--- src/design/ors_pkg.sv ---
// Shared constants and types of the ROM search engine.
package ors_pkg;

  // Field and state widths
  localparam int ROM_BITS  = 64;
  localparam int ROM_W     = 64;
  localparam int IDX_W     = $clog2(ROM_W);
  localparam int POS_W     = 7;
  localparam int COUNT_W   = 8;
  localparam int CMDBYTE_W = 8;
  localparam int BEAT_W    = $clog2(CMDBYTE_W);
  localparam int OPC_W     = 2;
  localparam int STATUS_W  = 2;

  // Configuration port
  localparam int CFG_AW = 2;
  localparam int CFG_DW = 32;
  localparam logic [CFG_AW-1:0]    REG_SEARCH_CMD   = 2'd0;
  localparam logic [CMDBYTE_W-1:0] SEARCH_CMD_RESET = 8'hF0;

  // Input commands
  localparam logic [OPC_W-1:0] CMD_START = 2'd0;
  localparam logic [OPC_W-1:0] CMD_PASS  = 2'd1;
  localparam logic [OPC_W-1:0] CMD_PAIR  = 2'd2;

  // Result status codes
  localparam logic [STATUS_W-1:0] ST_OK       = 2'd0;
  localparam logic [STATUS_W-1:0] ST_NODEV    = 2'd1;
  localparam logic [STATUS_W-1:0] ST_CONFLICT = 2'd2;
  localparam logic [STATUS_W-1:0] ST_IGNORED  = 2'd3;

  localparam logic [COUNT_W-1:0] COUNT_MAX = 8'hFF;

  // What one accepted word produces: a single result or a command-byte burst
  typedef struct packed {
    logic                 burst;
    logic [CMDBYTE_W-1:0] cmd_byte;
    logic                 write_bit;
    logic                 write_valid;
    logic                 pass_complete;
    logic                 search_done;
    logic [STATUS_W-1:0]  status;
    logic [ROM_W-1:0]     rom_id;
    logic [COUNT_W-1:0]   device_count;
  } desc_t;

  // One result word as it leaves the block
  typedef struct packed {
    logic                write_bit;
    logic                write_valid;
    logic                last_of_run;
    logic                pass_complete;
    logic                search_done;
    logic [STATUS_W-1:0] status;
    logic [ROM_W-1:0]    rom_id;
    logic [COUNT_W-1:0]  device_count;
  } out_word_t;

endpackage

--- src/design/ors_in_if.sv ---
// Input channel of the ROM search engine.
interface ors_in_if;
  logic                       valid;
  logic                       ready;
  logic [ors_pkg::OPC_W-1:0]  command;
  logic                       no_presence;
  logic                       bit_true;
  logic                       bit_complement;

  modport source (output valid, command, no_presence, bit_true, bit_complement,
                  input ready);
  modport sink (input valid, command, no_presence, bit_true, bit_complement,
                output ready);
endinterface

--- src/design/ors_out_if.sv ---
// Result channel of the ROM search engine.
interface ors_out_if;
  logic                          valid;
  logic                          ready;
  logic                          write_bit;
  logic                          write_valid;
  logic                          last_of_run;
  logic                          pass_complete;
  logic                          search_done;
  logic [ors_pkg::STATUS_W-1:0]  status;
  logic [ors_pkg::ROM_W-1:0]     rom_id;
  logic [ors_pkg::COUNT_W-1:0]   device_count;

  modport source (output valid, write_bit, write_valid, last_of_run, pass_complete,
                  search_done, status, rom_id, device_count, input ready);
  modport sink (input valid, write_bit, write_valid, last_of_run, pass_complete,
                search_done, status, rom_id, device_count, output ready);
endinterface

--- src/design/ors_core.sv ---
// Search state and per-word update of the ROM search algorithm.
module ors_core (
  input  logic                            clk,
  input  logic                            rst_n,
  input  logic                            accept,
  input  logic [ors_pkg::OPC_W-1:0]       command,
  input  logic                            no_presence,
  input  logic                            bit_true,
  input  logic                            bit_complement,
  input  logic [ors_pkg::CMDBYTE_W-1:0]   search_cmd,
  output ors_pkg::desc_t                  desc
);

  localparam logic [ors_pkg::POS_W-1:0] POS_FIRST = ors_pkg::POS_W'(1);
  localparam logic [ors_pkg::POS_W-1:0] POS_LAST  = ors_pkg::POS_W'(ors_pkg::ROM_BITS);

  logic [ors_pkg::ROM_W-1:0]   rom_r, rom_nxt;
  logic [ors_pkg::POS_W-1:0]   last_disc_r, last_disc_nxt;
  logic [ors_pkg::POS_W-1:0]   mark_r, mark_nxt;
  logic [ors_pkg::POS_W-1:0]   pos_r, pos_nxt;
  logic [ors_pkg::COUNT_W-1:0] found_r, found_nxt;
  logic                        in_pass_r, in_pass_nxt;
  logic                        finished_r, finished_nxt;

  logic [ors_pkg::IDX_W-1:0]   idx;
  logic                        bit_old;
  logic                        bit_new;
  logic [ors_pkg::COUNT_W-1:0] found_inc;

  assign idx       = pos_r[ors_pkg::IDX_W-1:0] - ors_pkg::IDX_W'(1);
  assign bit_old   = rom_r[idx];
  assign found_inc = (found_r == ors_pkg::COUNT_MAX) ? found_r
                                                     : found_r + ors_pkg::COUNT_W'(1);

  // Decide the next search state and the result of the current word
  always_comb begin
    rom_nxt       = rom_r;
    last_disc_nxt = last_disc_r;
    mark_nxt      = mark_r;
    pos_nxt       = pos_r;
    found_nxt     = found_r;
    in_pass_nxt   = in_pass_r;
    finished_nxt  = finished_r;
    bit_new       = bit_old;
    desc          = '0;

    if (command == ors_pkg::CMD_START) begin
      rom_nxt       = '0;
      last_disc_nxt = '0;
      mark_nxt      = '0;
      pos_nxt       = POS_FIRST;
      found_nxt     = '0;
      in_pass_nxt   = 1'b0;
      finished_nxt  = 1'b0;
      desc.status   = ors_pkg::ST_OK;
    end else if (command == ors_pkg::CMD_PASS && !in_pass_r && !finished_r) begin
      if (no_presence) begin
        found_nxt        = '0;
        finished_nxt     = 1'b1;
        desc.search_done = 1'b1;
        desc.status      = ors_pkg::ST_NODEV;
      end else begin
        in_pass_nxt   = 1'b1;
        pos_nxt       = POS_FIRST;
        mark_nxt      = '0;
        desc.burst    = 1'b1;
        desc.cmd_byte = search_cmd;
        desc.status   = ors_pkg::ST_OK;
      end
    end else if (command == ors_pkg::CMD_PAIR && in_pass_r) begin
      if (bit_true && bit_complement) begin
        // No device answered: report the partial code and stop
        mark_nxt           = '0;
        last_disc_nxt      = '0;
        in_pass_nxt        = 1'b0;
        finished_nxt       = 1'b1;
        found_nxt          = found_inc;
        desc.pass_complete = 1'b1;
        desc.search_done   = 1'b1;
        desc.status        = ors_pkg::ST_CONFLICT;
        desc.rom_id        = rom_r;
      end else begin
        // Pick the branch to follow and track the newest zero-branch fork
        if (bit_true || bit_complement) begin
          bit_new = bit_true;
        end else if (pos_r == last_disc_r) begin
          bit_new = 1'b1;
        end else if (pos_r > last_disc_r) begin
          bit_new  = 1'b0;
          mark_nxt = pos_r;
        end else begin
          bit_new = bit_old;
          if (!bit_old) begin
            mark_nxt = pos_r;
          end
        end
        rom_nxt[idx]     = bit_new;
        desc.write_bit   = bit_new;
        desc.write_valid = 1'b1;
        desc.status      = ors_pkg::ST_OK;
        if (pos_r >= POS_LAST) begin
          last_disc_nxt      = mark_nxt;
          in_pass_nxt        = 1'b0;
          pos_nxt            = POS_FIRST;
          found_nxt          = found_inc;
          finished_nxt       = finished_r || (mark_nxt == '0);
          desc.pass_complete = 1'b1;
          desc.search_done   = finished_nxt;
          desc.rom_id        = rom_nxt;
        end else begin
          pos_nxt = pos_r + POS_FIRST;
        end
      end
    end else begin
      desc.search_done = finished_r;
      desc.status      = ors_pkg::ST_IGNORED;
    end

    desc.device_count = found_nxt;
  end

  // Hold the search state; advance it on each accepted word
  always_ff @(posedge clk) begin
    if (!rst_n) begin
      rom_r       <= '0;
      last_disc_r <= '0;
      mark_r      <= '0;
      pos_r       <= POS_FIRST;
      found_r     <= '0;
      in_pass_r   <= 1'b0;
      finished_r  <= 1'b0;
    end else if (accept) begin
      rom_r       <= rom_nxt;
      last_disc_r <= last_disc_nxt;
      mark_r      <= mark_nxt;
      pos_r       <= pos_nxt;
      found_r     <= found_nxt;
      in_pass_r   <= in_pass_nxt;
      finished_r  <= finished_nxt;
    end
  end

endmodule

--- src/design/ors_emit.sv ---
// Result register that sends one word, or the command byte bit by bit.
module ors_emit (
  input  logic                  clk,
  input  logic                  rst_n,
  input  logic                  load,
  input  ors_pkg::desc_t        desc,
  output logic                  can_load,
  output logic                  out_valid,
  input  logic                  out_ready,
  output ors_pkg::out_word_t    word
);

  localparam logic [ors_pkg::BEAT_W-1:0] BEAT_LAST =
    ors_pkg::BEAT_W'(ors_pkg::CMDBYTE_W - 1);

  ors_pkg::desc_t              desc_r;
  logic                        valid_r, valid_nxt;
  logic [ors_pkg::BEAT_W-1:0]  beat_r, beat_nxt;
  logic                        last_beat;
  logic                        drain;

  assign last_beat = !desc_r.burst || (beat_r == BEAT_LAST);
  assign drain     = valid_r && out_ready;
  assign can_load  = !valid_r || (out_ready && last_beat);
  assign out_valid = valid_r;

  // Build the outgoing word from the held result
  always_comb begin
    word               = '0;
    word.write_bit     = desc_r.burst ? desc_r.cmd_byte[beat_r] : desc_r.write_bit;
    word.write_valid   = desc_r.burst || desc_r.write_valid;
    word.last_of_run   = last_beat;
    word.pass_complete = desc_r.pass_complete;
    word.search_done   = desc_r.search_done;
    word.status        = desc_r.status;
    word.rom_id        = desc_r.rom_id;
    word.device_count  = desc_r.device_count;
  end

  // Step through the burst and drop the result after its last word
  always_comb begin
    valid_nxt = valid_r;
    beat_nxt  = beat_r;
    if (load) begin
      valid_nxt = 1'b1;
      beat_nxt  = '0;
    end else if (drain) begin
      if (last_beat) begin
        valid_nxt = 1'b0;
      end else begin
        beat_nxt = beat_r + ors_pkg::BEAT_W'(1);
      end
    end
  end

  always_ff @(posedge clk) begin
    if (!rst_n) begin
      valid_r <= 1'b0;
      beat_r  <= '0;
    end else begin
      valid_r <= valid_nxt;
      beat_r  <= beat_nxt;
    end
  end

  // Payload register
  always_ff @(posedge clk) begin
    if (load) begin
      desc_r <= desc;
    end
  end

endmodule

--- src/design/onewire_rom_search.sv ---
// Top level of the 1-Wire ROM search engine.
//
// Input channel in_ch takes one command word per cycle while in_ch.ready is
// high: start a search, begin a pass with the bus reset presence result, or
// deliver a read bit pair. The search state is updated in the cycle the word
// is accepted and its results are held in an output register toward out_ch.
// A start, a bit pair, an ignored word or a missing presence pulse yields
// one result word, visible on out_ch in the cycle after acceptance.
// A pass with a device present yields eight words carrying the search
// command byte LSB first, the last one marked by last_of_run; these occupy
// the output register one bit per cycle while out_ch.ready is high.
// Throughput is one input word per cycle for single-result words while out_ch
// takes every word; the eight-bit command burst, sent one bit per cycle, sets
// the rate after a pass. in_ch.ready stays high while the output register
// is empty or its final word is taken in the same cycle. When out_ch stalls,
// the held word stays and in_ch.ready drops.
// Reset (rst_n low at a clock edge) clears the search, empties the output
// register and sets the search command to 0xF0. The APB port writes and
// reads that command register at address 0.
module onewire_rom_search (
  input  logic                          clk,
  input  logic                          rst_n,
  ors_in_if.sink                        in_ch,
  ors_out_if.source                     out_ch,
  input  logic                          psel,
  input  logic                          penable,
  input  logic                          pwrite,
  input  logic [ors_pkg::CFG_AW-1:0]    paddr,
  input  logic [ors_pkg::CFG_DW-1:0]    pwdata,
  output logic [ors_pkg::CFG_DW-1:0]    prdata,
  output logic                          pready
);

  logic [ors_pkg::CMDBYTE_W-1:0] search_cmd_r;
  logic                          cfg_wr;
  logic                          accept;
  logic                          can_load;
  ors_pkg::desc_t                desc;
  ors_pkg::out_word_t            word;

  // Configuration register
  assign pready = 1'b1;
  assign cfg_wr = psel && penable && pwrite && (paddr == ors_pkg::REG_SEARCH_CMD);
  assign prdata = (paddr == ors_pkg::REG_SEARCH_CMD)
                ? ors_pkg::CFG_DW'(search_cmd_r) : '0;

  always_ff @(posedge clk) begin
    if (!rst_n) begin
      search_cmd_r <= ors_pkg::SEARCH_CMD_RESET;
    end else if (cfg_wr) begin
      search_cmd_r <= pwdata[ors_pkg::CMDBYTE_W-1:0];
    end
  end

  // Input handshake
  assign in_ch.ready = can_load;
  assign accept      = in_ch.valid && can_load;

  ors_core u_core (
    .clk            (clk),
    .rst_n          (rst_n),
    .accept         (accept),
    .command        (in_ch.command),
    .no_presence    (in_ch.no_presence),
    .bit_true       (in_ch.bit_true),
    .bit_complement (in_ch.bit_complement),
    .search_cmd     (search_cmd_r),
    .desc           (desc)
  );

  ors_emit u_emit (
    .clk       (clk),
    .rst_n     (rst_n),
    .load      (accept),
    .desc      (desc),
    .can_load  (can_load),
    .out_valid (out_ch.valid),
    .out_ready (out_ch.ready),
    .word      (word)
  );

  // Result channel payload
  assign out_ch.write_bit     = word.write_bit;
  assign out_ch.write_valid   = word.write_valid;
  assign out_ch.last_of_run   = word.last_of_run;
  assign out_ch.pass_complete = word.pass_complete;
  assign out_ch.search_done   = word.search_done;
  assign out_ch.status        = word.status;
  assign out_ch.rom_id        = word.rom_id;
  assign out_ch.device_count  = word.device_count;

endmodule

--- src/flat_wrapper.sv ---
// flat-port wrapper written by rule: the top's interface ports become plain ports
module onewire_rom_search_flat 
  (clk, rst_n, psel, penable, pwrite, paddr, pwdata, prdata, pready, in_ch_valid, in_ch_command, in_ch_no_presence, in_ch_bit_true, in_ch_bit_complement, in_ch_ready, out_ch_valid, out_ch_write_bit, out_ch_write_valid, out_ch_last_of_run, out_ch_pass_complete, out_ch_search_done, out_ch_status, out_ch_rom_id, out_ch_device_count, out_ch_ready);
  ors_in_if in_ch_i ();
  ors_out_if out_ch_i ();
  input  logic clk;
  input  logic rst_n;
  input  logic psel;
  input  logic penable;
  input  logic pwrite;
  input  logic [ors_pkg::CFG_AW-1:0] paddr;
  input  logic [ors_pkg::CFG_DW-1:0] pwdata;
  output logic [ors_pkg::CFG_DW-1:0] prdata;
  output logic pready;
  input wire logic [$bits(in_ch_i.valid)-1:0] in_ch_valid;
  input wire logic [$bits(in_ch_i.command)-1:0] in_ch_command;
  input wire logic [$bits(in_ch_i.no_presence)-1:0] in_ch_no_presence;
  input wire logic [$bits(in_ch_i.bit_true)-1:0] in_ch_bit_true;
  input wire logic [$bits(in_ch_i.bit_complement)-1:0] in_ch_bit_complement;
  output wire logic [$bits(in_ch_i.ready)-1:0] in_ch_ready;
  output wire logic [$bits(out_ch_i.valid)-1:0] out_ch_valid;
  output wire logic [$bits(out_ch_i.write_bit)-1:0] out_ch_write_bit;
  output wire logic [$bits(out_ch_i.write_valid)-1:0] out_ch_write_valid;
  output wire logic [$bits(out_ch_i.last_of_run)-1:0] out_ch_last_of_run;
  output wire logic [$bits(out_ch_i.pass_complete)-1:0] out_ch_pass_complete;
  output wire logic [$bits(out_ch_i.search_done)-1:0] out_ch_search_done;
  output wire logic [$bits(out_ch_i.status)-1:0] out_ch_status;
  output wire logic [$bits(out_ch_i.rom_id)-1:0] out_ch_rom_id;
  output wire logic [$bits(out_ch_i.device_count)-1:0] out_ch_device_count;
  input wire logic [$bits(out_ch_i.ready)-1:0] out_ch_ready;
  assign in_ch_i.valid = in_ch_valid;
  assign in_ch_i.command = in_ch_command;
  assign in_ch_i.no_presence = in_ch_no_presence;
  assign in_ch_i.bit_true = in_ch_bit_true;
  assign in_ch_i.bit_complement = in_ch_bit_complement;
  assign in_ch_ready = in_ch_i.ready;
  assign out_ch_valid = out_ch_i.valid;
  assign out_ch_write_bit = out_ch_i.write_bit;
  assign out_ch_write_valid = out_ch_i.write_valid;
  assign out_ch_last_of_run = out_ch_i.last_of_run;
  assign out_ch_pass_complete = out_ch_i.pass_complete;
  assign out_ch_search_done = out_ch_i.search_done;
  assign out_ch_status = out_ch_i.status;
  assign out_ch_rom_id = out_ch_i.rom_id;
  assign out_ch_device_count = out_ch_i.device_count;
  assign out_ch_i.ready = out_ch_ready;
  onewire_rom_search u_core (.clk(clk), .rst_n(rst_n), .in_ch(in_ch_i), .out_ch(out_ch_i), .psel(psel), .penable(penable), .pwrite(pwrite), .paddr(paddr), .pwdata(pwdata), .prdata(prdata), .pready(pready));
endmodule
--- config.mk ---
export PLATFORM = sky130hd
export DESIGN_NAME = onewire_rom_search_flat
export DESIGN_NICKNAME = d
export VERILOG_FILES = /design/src/design/ors_pkg.sv /design/src/design/ors_in_if.sv /design/src/design/ors_out_if.sv /design/src/design/ors_core.sv /design/src/design/ors_emit.sv /design/src/design/onewire_rom_search.sv /design/src/flat_wrapper.sv
export SDC_FILE = /design/constraint.sdc
export NUM_CORES = 1
export LEC_CHECK = 0
export ABC_AREA = 1
export BUFFER_PORTS_ARGS = -buffer_cell sky130_fd_sc_hd__buf_2
export CORE_ASPECT_RATIO = 1.5
export CORE_MARGIN = 1.5
export CORE_UTILIZATION = 30
export DETAILED_ROUTE_END_ITERATION = 16
export PLACE_DENSITY = 0.48
export REMOVE_ABC_BUFFERS = 1
export SLEW_MARGIN = 20
export SYNTH_ARGS = -nofsm -noshare
export SYNTH_HDL_FRONTEND = slang
export SYNTH_HIERARCHICAL = 1
export SYNTH_SLANG_ARGS = --single-unit
--- constraint.sdc ---
create_clock -name clk -period 3.9 [get_ports clk]
set_clock_uncertainty 0.2 [all_clocks]
set_input_delay 0.78 -clock clk [delete_from_list [all_inputs] [get_ports clk]]
set_output_delay 0.78 -clock clk [all_outputs]
set_load 0.01 [all_outputs]
-- After elaboration in Yosys (flattened, before gate mapping)
Index checks and enable logic that the tools add are counted.
- output and inout port bits: 114
- input port bits: 46
- bits in registers: 194
- word-level logic and storage cells: 159
- add/subtract/negate cells: 4
- equality and inequality tests: 10
- magnitude comparators: 5
- muxes and demuxes: 75
- reductions and logical operators: 42
- bitwise logic cells: 4
- operators by type and width (cell ; number):
    $mux 64 ; 5
    $mux 7 ; 24
    $mux 68 ; 1
    $bwmux 64 ; 1
    $mux 8 ; 8
    $mux 1 ; 29
    $reduce_and 4->1 ; 5
    $logic_and 1x1->1 ; 11
    $mux 9 ; 1
    $ne 3x3->1 const B ; 3
    $add 8x1->8 const B ; 1
    $eq 8x8->1 const B ; 1
    $add 7x1->7 const B ; 1
    $eq 7x7->1 ; 1
    $ge 7x7->1 const B ; 1
    $gt 7x7->1 ; 1
    $logic_not 7->1 ; 1
    $lt 6x7->1 const B ; 1
    $bmux 1 s6 ; 1
    $demux 1 s6 ; 1
    $ge 6x1->1 const B ; 1
    $mux 3 ; 2
    $reduce_bool 2->1 ; 3
    $reduce_bool 3->1 ; 2
    other kinds (19) ; 34

-- Depth between registers and ports, before layout
Gate-level depths: netlist of run 1.
- word-level depth: 18
- gate-level depth with buffers: 25
- gate-level depth less buffers: 23

-- Hierarchy
The synthesis of run 1 kept the hierarchy.
- modules (own cells, without submodules) (module ; area each (um^2) ; cells each ; instances):
    ors_core ; 7118.1 ; 1287 ; 1
    ors_emit ; 3507.1 ; 215 ; 1
    onewire_rom_search ; 638.1 ; 96 ; 1

-- Least setup slack after synthesis of run 1
OpenSTA, ideal clock, no wires.
- path kind: register to register
- from: register u_core/u_emit/beat_r[0] (netlist name)
- to: register u_core/u_core/rom_r[0] (netlist name)
- arrival: 3.947 ns
- data required time: 3.630 ns
- setup slack: -0.318 ns
- path buffers: 1
- setup time: 0.070 ns
- stages on the path, launching flop included: 14
- path through: dfxtp_1 > ha_1 > ha_1 > inv_1 > nand2_1 > a21oi_1 > inv_1 > nand2_1 > inv_1 > inv_1 > nor2_1 > clkbuf_1 > nand2_1 > a21oi_1
- cells in the longest elaborated chain, start to end: 6
- ends and longest elaborated chain (what ; line ; RTL):
    start: declaration ; ors_emit.sv:18 ; logic [ors_pkg::BEAT_W-1:0] beat_r, beat_nxt;
    start signal: assignment ; ors_emit.sv:62 ; beat_r <= beat_nxt;
    $eq 3x3->1 ; ors_emit.sv:22 ; assign last_beat = !desc_r.burst || (beat_r == BEAT_LAST);
    $logic_or 1x1->1 ; ors_emit.sv:22 ;
    named net u_core.u_emit.last_beat ; ors_emit.sv:19 ; logic last_beat;
    $logic_and 1x1->1 ; ors_emit.sv:24 ; assign can_load = !valid_r || (out_ready && last_beat);
    $logic_or 1x1->1 ; ors_emit.sv:24 ;
    named net in_ch_ready ; flat_wrapper.sv:20 ; output wire logic [$bits(in_ch_i.ready)-1:0] in_ch_ready;
    $logic_and 1x1->1 ; onewire_rom_search.sv:57 ; assign accept = in_ch.valid && can_load;
    named net u_core.accept ; onewire_rom_search.sv:36 ; logic accept;
    $reduce_and 4->1 (no source line) ; n/a ;
    end signal: assignment ; ors_core.sv:133 ; rom_r <= rom_nxt;
    end: declaration ; ors_core.sv:17 ; logic [ors_pkg::ROM_W-1:0] rom_r, rom_nxt;
The timed path passes the listed nets, and every way through them passes these cells.
A chain may end at the register's enable or synchronous reset.

-- Worst setup path in the final report of run 1
- from: register u_core/u_core/pos_r[1] (netlist name)
- to: register u_core.u_emit.desc_r (netlist bit u_core/u_emit/word[50]), data pin
- cells in the longest elaborated chain, start to end: 13
- elaborated cells between the ends (all ways): 21
- classes of those cells: add/sub: 1; order compare: 4; eq/ne: 1; mux: 14; reduce/logical: 1
- ends and longest elaborated chain (what ; line ; RTL):
    start: declaration ; ors_core.sv:20 ; logic [ors_pkg::POS_W-1:0] pos_r, pos_nxt;
    start signal: assignment ; ors_core.sv:136 ; pos_r <= pos_nxt;
    $sub 6x1->6 ; ors_core.sv:30 ; assign idx = pos_r[ors_pkg::IDX_W-1:0] - ors_pkg::IDX_W'(1);
    $bmux 1 s6 ; ors_core.sv:31 ; assign bit_old = rom_r[idx];
    $mux 1 (not written as such) ; ors_core.sv:31 ;
    $mux 1 ; ors_core.sv:88 ; end else if (pos_r > last_disc_r) begin
    $mux 1 ; ors_core.sv:86 ; end else if (pos_r == last_disc_r) begin
    $mux 1 ; ors_core.sv:84 ; if (bit_true || bit_complement) begin
    $mux 1 ; ors_core.sv:71 ; if (bit_true && bit_complement) begin
    $mux 1 ; ors_core.sv:70 ; end else if (command == ors_pkg::CMD_PAIR && in_pass_r) begin
    $mux 1 ; ors_core.sv:56 ; end else if (command == ors_pkg::CMD_PASS && !in_pass_r && !finished_r) begin
    $mux 1 ; ors_core.sv:47 ; if (command == ors_pkg::CMD_START) begin
    $bwmux 64 ; ors_core.sv:97 ; rom_nxt[idx] = bit_new;
    $mux 64 * ; ors_core.sv:101 ; if (pos_r >= POS_LAST) begin
    $mux 68 * ; ors_core.sv:71 ;
    end signal: assignment ; ors_emit.sv:69 ; desc_r <= desc;
    end: declaration ; ors_emit.sv:16 ; ors_pkg::desc_t desc_r;
Mark *: on every way between the ends. The rest lies on a longest branch, timed or not. The select of a mux whose other input is x is not followed.

==> results.py, run 1 <==
metrics = {
    "place": {
        "place_inst": 2066,
        "place_hpwl_um": 19500,
        "port_buffers": 110,
        "place_ws_ns": 0.359,
        "gp_congestion": 0.814,
        "dpl-instance-area_sq_um": 11700,
    },
    "synth": {
        "avgSynthCellArea_sq_um": 7.05,
        "yosys.area_share.simple_pct": 23.2,
        "synth_seq_cells": 194,
        "synthArstFlopShare_pct": 0,
        "synth_compound_area_share_pct": 15.8,
        "synth-xor-area-share_pct": 0.289,
        "synth_edf_count": 87,
        "synth_top_family_by_area": "simple AND/OR/NAND/NOR gates",
        "synthAdderAreaFrac_pct": 1.33,
        "yosys_warnings": 6,
        "synth_mux_area_share_pct": 0,
        "synth.distinct_cells": 38,
        "synth_area_sq_um": 11300,
        "yosysSeqAreaShare_pct": 42.2,
        "ys.flop_type": "dfxtp_1",
        "synthesis.instances": 1598,
    },
    "route": {
        "drc_errors": 0,
        "first_iter_violations": 611,
        "drt-wirelength-per-cell_um": 14.2,
        "vias": 9619,
        "ant_nets": 0,
        "viasPerCell": 4.58,
        "wl_um": 29700,
        "first_pass_iters": 4,
    },
    "clocking": {
        "cts_htree_levels": 4,
        "clockBufferDepth": 2,
        "path_clk_slew_ns": 0.08,
        "cts_buffers": 17,
        "cts_tree": "done",
        "cts_sinks": 194,
        "clk_latency_ns": 0.46,
        "cts_root_buf": "clkbuf_16",
        "postCtsHoldBufs": 0,
        "postCtsSetupBuffers": 0,
    },
    "worst_setup_path": {
        "slowest_delay_ns": 0.41,
        "crit_arrival_ns": 3.54,
        "cp_num_buf_inv": 4,
        "cp_top_family": "simple AND/OR/NAND/NOR gates",
        "critPathCaptureType": "register",
        "crit_slowest_cell": "dfxtp_1",
        "required_ns": 3.91,
        "crit_type": "register to register",
        "path_cells": "inv_1 > ha_1 > nand2_1 > nand2_2 > inv_2 > nor2_1 > nand2_1 > nand3_1 > nand2_1 > nand2_1 > nor2_1 > nand2_2 > nand2_4 > nand3_4 > o21ai_2 > bufinv_16 > nand2_1 > o21ai_1 > o21ai_1 > inv_1",
        "cp_max_fo": 64,
        "start_kind": "register",
        "crit_top_cell": "nand2_1",
    },
    "timing": {
        "rsz0062_at_grt": "false",
        "slew_headroom_pct": 45.2,
        "tightest_slew_ns": 0.822,
        "hold_viol": 0,
        "clock.fmax_mhz": 283,
        "setup_viol": 0,
        "holdWs_ns": 0.266,
        "period_share_pct": 90.7,
        "slew_violations": 0,
        "fin_tns_setup_ns": 0,
        "setup_slack_ns": 0.364,
        "finalCriticalPeriod_ns": 3.54,
    },
    "layout": {
        "antennaDiodeCount": 0,
        "drive_gt1_share_pct": 11.8,
        "fill_cells": 4015,
        "area_delta_synth_final_pct": 9.42,
        "fin_area_sq_um": 12300,
        "fin_nets": 1659,
        "stdcell_count": 2098,
    },
    "power": {
        "p_leak_nw": 5.32,
        "powerDensity_nw_per_um2": 374,
        "peakVddDrop_mv": 0.235,
    },
    "global_route": {
        "grt_pass1_vias": 8892,
        "grt-ovfl-total": 0,
        "grt_max_degree": 80,
        "grt_usage_pct": 15.6,
        "grt_pass1_wl_um": 47100,
        "antenna_found_initial": 0,
    },
    "floorplanning": {
        "start_util_pct": 30.5,
        "fp.dieH_um": 240,
        "die_area_sq_um": 38700,
        "die_x_um": 161,
        "ios": 160,
        "coreArea_sq_um": 36900,
        "row_count": 86,
    },
    "run_status": {
        "outcome": "complete, no violations",
    },
    "run": {
        "maxCapViolations": 0,
    },
    "hold_path": {
        "hold_path.class": "register to register",
    },
}
synthesized netlist by cell type (all sizes together) (2+ instances only):
| cell type | count | area [sq um] |
|---|---|---|
| inv | 223 | 842 |
| a211oi | 4 | 30.0 |
| dfxtp | 107 | 2140 |
| o211ai | 2 | 15.0 |
| xor2 | 2 | 32.5 |
| o21ai | 174 | 875 |
| buf | 120 | 900 |
| ha | 12 | 150 |
| nand3 | 45 | 243 |
| o22ai | 3 | 18.8 |
| nor3 | 5 | 25.0 |
| conb | 2 | 7.51 |
| nand2 | 439 | 1670 |
| nor3b | 2 | 15.0 |
| clkbuf | 47 | 176 |
| nor2 | 145 | 571 |
| edfxtp | 87 | 2610 |
| nand4 | 11 | 83.8 |
| a21oi | 163 | 816 |
worst register-to-register path, delay by kind of cell, from the launching register on:
family	cells	cell delay, ns
adders and majority gates	1	0.25
buffers and inverters	4	0.66
DFF	1	0.41
and+or+nand+nor	12	1.30
AOI/OAI and AO/OA	3	0.46
report_power, final:
part | internal (W) | switching, W
sequential | 0.00219 | 0.0000248
clock | 0.000993 | 0.000880
combinational | 0.000134 | 0.000389
total | 0.00331 | 0.00129
flip-flops by register name, indices dropped and copies added (netlist names):
register,cells
u_core/u_emit/word,76
u_core/u_core/rom_r,64
u_core/u_emit/desc_r,11
u_core/search_cmd_r,8
u_core/u_core/found_r,8
u_core/u_core/last_disc_r,7
u_core/u_core/mark_r,7
u_core/u_core/pos_r,7
u_core/u_emit/beat_r,3
u_core/u_core/finished_r,1
u_core/u_core/in_pass_r,1
u_core/u_emit/out_valid,1
metrics by stage:
| stage | total power, W | utilization, % |
|---|---|---|
| floorplan | 0.00256 | - |
| global placement | 0.00278 | 31.6 |
| detailed placement | 0.00279 | 31.6 |
| CTS | 0.00468 | 33.3 |
| global route | 0.00481 | 33.4 |
| finish | 0.00461 | 33.4 |
timing repair:
item | 4_1_cts | 5_1_grt
resized for setup | 0 | 4
setup endpoints to repair | 0 | 3
endpoints found under the hold margin | 0 | 0
layout by cell type, fill, tap and decap left out, types with 2 or more instances in the layout:
master     count
clkbuf_16     19
a21oi_1      163
buf_2        110
o211ai_1       2
nand2_2        4
buf_4         11
buf_12         7
o21ai_0       52
o22ai_1        3
inv_6          3
bufinv_16      2
inv_8          4
nand4_1       10
a211oi_1       4
dfxtp_1      106
nor2_4         2
ha_1          12
nand3_2        2
conb_1        25
inv_1        212
inv_2          8
nand2_4        2
nor2_1       141
clkinv_8       2
nand2_1      433
o21ai_1      121
nand3_1       42
inv_4          3
nor3b_1        2
xor2_2         2
edfxtp_1      87
nor3_1         5
layer usage:
layer  global-route usage, %  share of wire, %  vias up
met2                    28.2                52      170
li1                        -                 -     4969
met1                    18.0                43     4443
met4                    6.99               2.7        0
met3                    2.35               3.1       37
met5                       0                 0        -
cell families after synthesis:
group | after synthesis
compound gates | 349
xor+xnor | 2
fa+ha+maj | 12
buf+inv | 391
flops | 194
other cells | 2
simple gates | 648
final cells by class:
class / count / area (sq um) / area share, %
clock buffer: 19 / 475 / 3.86
multi-input combinational: 1036 / 4690 / 38.0
inverter: 224 / 872 / 7.08
tap: 484 / 606 / 4.91
clock inverter: 13 / 156 / 1.27
timing repair buffer: 128 / 773 / 6.27
sequential: 194 / 4760 / 38.6
path summary, 6_finish.rpt:
kind         slack (ns)  cells past startpoint                              endpoint                                  from
max                0.36                     20      u_core/u_emit/word[50]$_DFFE_PP_   u_core/u_core/pos_r[1]$_SDFFE_PN0P_
min                0.27                      2  u_core/u_core/rom_r[21]$_SDFFE_PN0P_  u_core/u_core/rom_r[21]$_SDFFE_PN0P_
max reg2reg        0.36                     20      u_core/u_emit/word[50]$_DFFE_PP_   u_core/u_core/pos_r[1]$_SDFFE_PN0P_
min reg2reg        0.27                      2  u_core/u_core/rom_r[21]$_SDFFE_PN0P_  u_core/u_core/rom_r[21]$_SDFFE_PN0P_
Note: power is estimated with default switching activity, not from simulation.
==> inputs of run 2 (changes only) <==
--- a/config.mk
+++ b/config.mk
@@ -7,11 +7,13 @@
 export LEC_CHECK = 0
 export ABC_AREA = 1
 export BUFFER_PORTS_ARGS = -buffer_cell sky130_fd_sc_hd__buf_2
+export CELL_PAD_IN_SITES_DETAIL_PLACEMENT = 1
+export CELL_PAD_IN_SITES_GLOBAL_PLACEMENT = 2
 export CORE_ASPECT_RATIO = 1.5
 export CORE_MARGIN = 1.5
-export CORE_UTILIZATION = 30
+export CORE_UTILIZATION = 29
 export DETAILED_ROUTE_END_ITERATION = 16
-export PLACE_DENSITY = 0.48
+export PLACE_DENSITY = 0.75
 export REMOVE_ABC_BUFFERS = 1
 export SLEW_MARGIN = 20
 export SYNTH_ARGS = -nofsm -noshare
==> results.py, run 2 (synthesis gave the netlist of run 1 again) <==
metrics = {
    "layout": {
        "final_cell_mix": "nand2_1, inv_1, a21oi_1",
        "drive_gt1_share_pct": 12.0,
        "antennaDiodeCount": 0,
        "fin_nets": 1664,
        "fin_area_sq_um": 12200,
        "multi_input_area_sq_um": 4690,
        "layout_commonest_cell": "nand2_1",
        "fill_cells": 4832,
        "final-seq-area_sq_um": 4760,
        "largest_reg_flops": 76,
        "area_delta_synth_final_pct": 8.68,
        "stdcell_count": 2114,
        "fin_util_pct": 31.9,
    },
    "worst_setup_path": {
        "path_cells": "inv_1 > ha_1 > inv_1 > nand2_1 > nand2_2 > inv_2 > nor2_1 > nand2_1 > nand3_1 > nand2_1 > nand2_1 > nor2_1 > nand2_2 > nand2_4 > nand3_4 > o21ai_2 > inv_6 > buf_4 > nand2_1 > o21ai_1 > o21ai_1 > inv_1",
        "required_ns": 3.91,
        "crit_type": "register to register",
        "crit_slowest_cell": "dfxtp_1",
        "critPathCaptureType": "register",
        "cp_num_buf_inv": 6,
        "cp_top_family": "simple AND/OR/NAND/NOR gates",
        "crit_arrival_ns": 3.55,
        "start_kind": "register",
        "cp_max_fo": 56,
        "slowest_delay_ns": 0.32,
        "crit_top_cell": "nand2_1",
    },
    "power": {
        "seqPwrFrac_pct": 49.2,
        "clockPowerShare_pct": 39.0,
        "p_switching_w": 0.00132,
        "comb_power_share_pct": 11.8,
        "p_sw_share_pct": 29.5,
        "powerDensity_nw_per_um2": 367,
        "peakVddDrop_mv": 0.228,
        "p_leak_nw": 5.29,
        "p_int_w": 0.00317,
        "power_w": 0.00449,
    },
    "clocking": {
        "cts_root_buf": "clkbuf_16",
        "clk_latency_ns": 0.46,
        "clockBufferDepth": 2,
        "path_clk_slew_ns": 0.08,
        "cts_tree": "done",
        "cts_buffers": 17,
        "postCtsSetupBuffers": 0,
        "postCtsHoldBufs": 0,
        "cts_sinks": 194,
        "cts_htree_levels": 4,
        "ctsResizeCount": 0,
    },
    "run_status": {
        "outcome": "complete, no violations",
    },
    "floorplanning": {
        "row_count": 88,
        "die_area_sq_um": 40100,
        "die_x_um": 164,
        "ios": 160,
        "start_util_pct": 29.3,
        "fp.dieH_um": 244,
        "coreArea_sq_um": 38400,
    },
    "global_route": {
        "grt_usage_pct": 17.2,
        "grt_max_degree": 87,
        "grt-ovfl-total": 0,
        "grt_pass1_wl_um": 53800,
        "antenna_found_initial": 0,
        "grt_pass1_vias": 10400,
    },
    "route": {
        "viasPerCell": 4.72,
        "drt-wirelength-per-cell_um": 15.7,
        "drc_errors": 0,
        "ant_nets": 0,
        "first_pass_iters": 4,
        "vias": 9972,
        "first_iter_violations": 463,
        "wl_um": 33200,
    },
    "hold_path": {
        "hold_path.class": "register to register",
    },
    "timing": {
        "setup_slack_ns": 0.360,
        "setup_viol": 0,
        "slew_headroom_pct": 37.2,
        "finalCriticalPeriod_ns": 3.54,
        "hold_viol": 0,
        "period_share_pct": 90.8,
        "slew_violations": 0,
        "rsz0062_at_grt": "false",
        "clock.fmax_mhz": 282,
        "tightest_slew_ns": 0.941,
    },
    "place": {
        "dpl-instance-area_sq_um": 11700,
        "gp_congestion": 0.792,
        "place_inst": 2082,
        "place_ws_ns": 0.332,
        "place_hpwl_um": 22300,
        "port_buffers": 110,
    },
    "run": {
        "maxCapViolations": 0,
    },
}
run 2: tightest hold or removal path: stages, from the launching register on:
cell,delay (ns)
dfxtp_1,0.31
nand2_1,0.06
a21oi_1,0.05
run 2: area by class of cell:
| class | instances | area share, % |
|---|---|---|
| inverter | 224 | 6.97 |
| clock buffer | 17 | 3.48 |
| clock inverter | 15 | 1.14 |
| sequential | 194 | 38.9 |
| timing repair buffer | 133 | 6.21 |
| multi-input combinational | 1036 | 38.3 |
| tap | 495 | 5.06 |
run 2: power groups by stage:
stage	Combinational (W)	Clock [W]	Sequential, W
2_1_floorplan	0.000265	0	0.00229
3_3_place_gp	0.000533	0	0.00226
3_5_place_dp	0.000540	0	0.00226
4_1_cts	0.000542	0.00181	0.00221
5_1_grt	0.000590	0.00188	0.00222
6_report	0.000530	0.00175	0.00221
run 2: through the flow:
stage | setup TNS [ns] | hold slack [ns]
floorplan | -217.33 | 0.245
global placement | 0 | 0.251
detailed placement | 0 | 0.257
CTS | 0 | 0.269
global route | 0 | 0.286
finish | 0 | 0.266
run 2: worst paths after layout:
| path | end | slack (ns) | start | cells past startpoint |
|---|---|---|---|---|
| max | u_core/u_emit/word[38]$_DFFE_PP_ | 0.36 | u_core/u_core/pos_r[1]$_SDFFE_PN0P_ | 22 |
| min | u_core/u_core/rom_r[53]$_SDFFE_PN0P_ | 0.27 | u_core/u_core/rom_r[53]$_SDFFE_PN0P_ | 2 |
| max reg2reg | u_core/u_emit/word[38]$_DFFE_PP_ | 0.36 | u_core/u_core/pos_r[1]$_SDFFE_PN0P_ | 22 |
| min reg2reg | u_core/u_core/rom_r[53]$_SDFFE_PN0P_ | 0.27 | u_core/u_core/rom_r[53]$_SDFFE_PN0P_ | 2 |
run 2: layer usage:
layer | up-vias | track usage [%] | part of all wire [%]
met5 | - | 0 | 0
met4 | 0 | 4.81 | 1.6
met3 | 28 | 2.29 | 2.3
met2 | 129 | 32.4 | 53
met1 | 4845 | 19.9 | 43
li1 | 4970 | - | -
